$ cat src/ssd_pkg.sv
// Shared constants and widths for the sigma spike detector.
// Used by the multiplier and the top-level sequencer; no dependencies.
`default_nettype none
package ssd_pkg;
   localparam int MAX_SAMPLES = 4096;
   localparam int SAMPLE_BITS = 16;
   localparam int EDGE_REACH  = 100;

   localparam int ADDR_W = $clog2(MAX_SAMPLES);
   localparam int CNT_W  = ADDR_W + 1;
   localparam int SUM_W  = SAMPLE_BITS + ADDR_W;
   localparam int SQ_W   = 2 * SAMPLE_BITS + ADDR_W;
   localparam int NX_W   = CNT_W + SAMPLE_BITS;
   localparam int DD_W   = 2 * NX_W;
   localparam int V_W    = CNT_W + SQ_W;
   localparam int CSR_W  = 8;
   localparam int KV_W   = CSR_W + V_W;
   localparam int H_W    = $clog2(EDGE_REACH + 1);
   localparam int MUL_W  = 32;

   // Operand splits so that every product fits the shared multiplier.
   localparam int Q_HALF = (SQ_W + 1) / 2;
   localparam int V_LO   = (V_W + 1) / 2;

   localparam int CSR_IDX_W = 1;
   localparam logic [CSR_IDX_W-1:0] CSR_PEAK_SIGMA_SQ = 1'd0;
   localparam logic [CSR_IDX_W-1:0] CSR_EDGE_SIGMA_SQ = 1'd1;
   localparam logic [CSR_W-1:0] PEAK_SIGMA_SQ_RESET = 8'd25;
   localparam logic [CSR_W-1:0] EDGE_SIGMA_SQ_RESET = 8'd1;
endpackage
`default_nettype wire

$ cat src/ssd_mul.sv
// Shared 32 x 32 unsigned multiplier with a registered product.
// Depends on ssd_pkg for the operand width.
`default_nettype none
module ssd_mul
   import ssd_pkg::*;
(
   input  wire logic               clock,
   input  wire logic [MUL_W-1:0]   a,
   input  wire logic [MUL_W-1:0]   b,
   output logic      [2*MUL_W-1:0] prod_ff
);
   logic [2*MUL_W-1:0] prod_in;

   assign prod_in = (2*MUL_W)'(a) * (2*MUL_W)'(b);

   always_ff @(posedge clock) begin
      prod_ff <= prod_in;
   end
endmodule
`default_nettype wire

$ cat config.mk
export PLATFORM = sky130hd
export DESIGN_NAME = ssd_mul
export DESIGN_NICKNAME = d
export VERILOG_FILES = /design/src/ssd_pkg.sv /design/src/ssd_mul.sv
export SDC_FILE = /design/constraint.sdc
export NUM_CORES = 2
export LEC_CHECK = 0
export BUFFER_PORTS_ARGS = -buffer_cell sky130_fd_sc_hd__buf_2
export CORE_MARGIN = 3
export CORE_UTILIZATION = 54
export CTS_CLUSTER_SIZE = 28
export DETAILED_ROUTE_END_ITERATION = 8
export GPL_TIMING_DRIVEN = 1
export MAX_ROUTING_LAYER = met4
export PLACE_DENSITY_LB_ADDON = 0.2
export SKIP_CTS_REPAIR_TIMING = 1
export SYNTH_ARGS = -nofsm -noshare
export SYNTH_HDL_FRONTEND = slang
export SYNTH_SLANG_ARGS = --single-unit
$ cat constraint.sdc
create_clock -name clock -period 13.3 [get_ports clock]
set_input_delay 3.325 -clock clock [delete_from_list [all_inputs] [get_ports clock]]
set_output_delay 3.325 -clock clock [all_outputs]
set_load 0.03 [all_outputs]
==> results.py <==
metrics = {
    "sta": {
        "grt_setup_unrepaired": "no",
        "setup_viol": 0,
        "hold_violations": 0,
        "max-slew-margin-rel": 0.404,
        "slew_violations": 0,
        "worst_slack_ns": 2.46,
        "fin_setup_tns_ns": 0,
        "finalCritPeriodShare": 0.815,
        "fin_crit_ns": 10.84,
        "worstMarginPinSlew_ns": 0.894,
        "max_freq_mhz": 92.3,
    },
    "run_status": {
        "status": "completed",
    },
    "route": {
        "drc_errors": 0,
        "wirelength_um": 89500,
        "firstDrtPassIters": 5,
        "wire_per_inst_um": 19.8,
        "vias": 24400,
        "vias_per_cell": 5.38,
        "dr.first_iter.drc_count": 1304,
        "ant_nets": 0,
    },
    "placement": {
        "dp_slack_ns": 2.18,
        "hpwl_um": 71700,
        "io_buffers": 128,
        "gp_congestion": 0.905,
    },
    "clock_network": {
        "cts_sinks": 64,
        "cts_tree": "built",
        "cts_buffer_depth": 2,
        "clk_pin_slew_ns": 0.06,
        "htree_num_levels": 3,
        "clock-root-buffer": "clkbuf_16",
        "cts_buffers": 9,
    },
    "yosys": {
        "synth.avg_cell_area_um2": 9.21,
        "ys_seq_area_frac": 0.0370,
        "synth_fp_nets": 4982,
        "synth_edf_count": 0,
        "synth_warnings": 0,
        "async_flop_share": 0,
        "ys_ff_latch": 64,
        "netlist_instances": 3758,
        "ys.flop_type": "dfxtp_1",
        "synth_cell_types": 56,
        "netlist_area_mm2": 0.0346,
    },
    "global_routing": {
        "grt_pass1_vias": 27200,
        "grt_overflow_total": 0,
        "grt_pass1_wl_um": 147000,
        "grt_usage": 0.290,
        "grt_max_degree": 33,
        "antenna_found_initial": 1,
    },
    "critical_path": {
        "worstPathArrival_ns": 11.10,
        "required_ns": 13.56,
        "cp-start-kind": "input port",
        "worstPathMaxFanout": 32,
        "endpoint_kind": "register",
        "path_class": "input port to register",
    },
    "die": {
        "die_h_um": 259,
        "die_area_mm2": 0.0672,
        "ioPinCount": 129,
        "initial_core_util": 0.547,
        "fp.coreArea_mm2": 0.0633,
        "fp-row-count": 92,
        "fp.dieW_um": 259,
    },
    "flow_run": {
        "cap_violations": 0,
    },
    "final_layout": {
        "drive_above_1_share": 0.0430,
        "largest_register_ffs": 64,
        "fin_nets": 4897,
        "n_fill_cell": 5777,
        "largestRegisters": "prod_ff x64",
        "syn2layout_area_growth_pct": 3.49,
        "final_common_cell": "fa_1",
        "top_register": "prod_ff",
        "mostFrequentLayoutCells": "896 x fa_1, 863 x inv_1, 603 x and2_1",
    },
    "min_path": {
        "hp-class": "input port to register",
        "hold_depth": 2,
        "hold_end": "prod_ff[0]$_DFF_P_",
        "min-delay-start": "b[0]",
    },
}
kinds of logic (layout without fill, tap and decap cells):
family / Yosys count / after routing / synth area share
AOI/OAI and AO/OA: 205 / 205 / 0.0392
other: 0 / 1 / 0
buffers and inverters: 1090 / 1010 / 0.119
DFF: 64 / 64 / 0.0370
and+or+nand+nor: 1180 / 1180 / 0.177
muxes: 1 / 1 / 0.000289
adders and majority gates: 1159 / 1159 / 0.613
xor gates and xnor gates: 59 / 59 / 0.0149
worst max-delay path, stage by stage:
cell and delay (ns):
buf_2 0.54, nand2_1 0.18, fa_1 0.57, inv_1 0.05, fa_1 0.53, inv_1 0.06, fa_1 0.52, inv_1 0.05
fa_1 0.49, fa_1 0.57, fa_1 0.43, fa_1 0.51, inv_1 0.05, fa_1 0.47, inv_1 0.04, ha_1 0.41
nand4_1 0.22, or4_1 0.46, or3_1 0.38, a31oi_1 0.48, a31o_2 0.28, a211oi_1 0.10, o21ai_1 0.18, xor2_1 0.16
worst max-delay path by stage:
stage,startpoint,to,cells past startpoint
2_1_floorplan,a[25],prod_ff[62]$_DFF_P_,25
3_3_place_gp,a[27],prod_ff[62]$_DFF_P_,22
3_5_place_dp,a[25],prod_ff[62]$_DFF_P_,24
4_1_cts,a[17],prod_ff[62]$_DFF_P_,21
5_1_grt,a[26],prod_ff[62]$_DFF_P_,25
6_report,a[25],prod_ff[62]$_DFF_P_,24
stage by stage:
step                cells  instance area [µm²]   util  hold WS, ns
floorplan            3758                34600      -         3.45
global placement     4508                35500  0.561         3.76
detailed placement   4508                35500  0.561         3.76
CTS                  4524                35800  0.566         3.65
global route         4524                35800  0.566         3.66
finish               4525                35800  0.566         3.65
metal layers:
layer,GRT usage,routed length (µm)
met4,0.105,4000
met1,0.347,34600
met3,0.0290,3740
met5,-,0
met2,0.511,47100
area by class of cell:
type                       instances  area (µm²)  share of cell area
timing repair buffer             131         663              0.0185
sequential                        64        1280              0.0357
tap                              846        1060              0.0295
clock buffer                       9         225             0.00628
antenna                            1        2.50           0.0000698
multi-input combinational       2604       29200               0.816
clock inverter                     7         125             0.00349
inverter                         863        3240              0.0904
cell usage after synthesis (3+ instances only):
| cell type | n | area, µm² |
|---|---|---|
| a221o_1 | 4 | 40.0 |
| nand2_1 | 478 | 1790 |
| nand4_1 | 24 | 150 |
| and3_1 | 14 | 87.6 |
| a31oi_1 | 11 | 68.8 |
| or2_2 | 3 | 18.8 |
| xor2_1 | 26 | 228 |
| nor3_1 | 5 | 25.0 |
| and2_1 | 603 | 3770 |
| fa_1 | 896 | 17900 |
| a21o_1 | 37 | 278 |
| nand3_1 | 12 | 60.1 |
| o211ai_1 | 3 | 22.5 |
| inv_1 | 863 | 3240 |
| or4_1 | 3 | 22.5 |
| nor2_1 | 21 | 78.8 |
| o21a_1 | 8 | 60.1 |
| buf_2 | 9 | 45.0 |
| o21bai_1 | 10 | 75.1 |
| a311oi_1 | 3 | 26.3 |
| clkbuf_1 | 215 | 807 |
| xnor2_1 | 33 | 289 |
| ha_1 | 263 | 3290 |
| a21boi_0 | 3 | 22.5 |
| a211oi_1 | 4 | 30.0 |
| or3_1 | 5 | 31.3 |
| and4_1 | 4 | 35.0 |
| a21oi_1 | 68 | 340 |
| dfxtp_1 | 64 | 1280 |
| o21ai_0 | 28 | 140 |
| o221ai_1 | 3 | 26.3 |
Power is not shown: default switching activity piles up to over one toggle a cycle in this logic, so the estimate is an artifact.
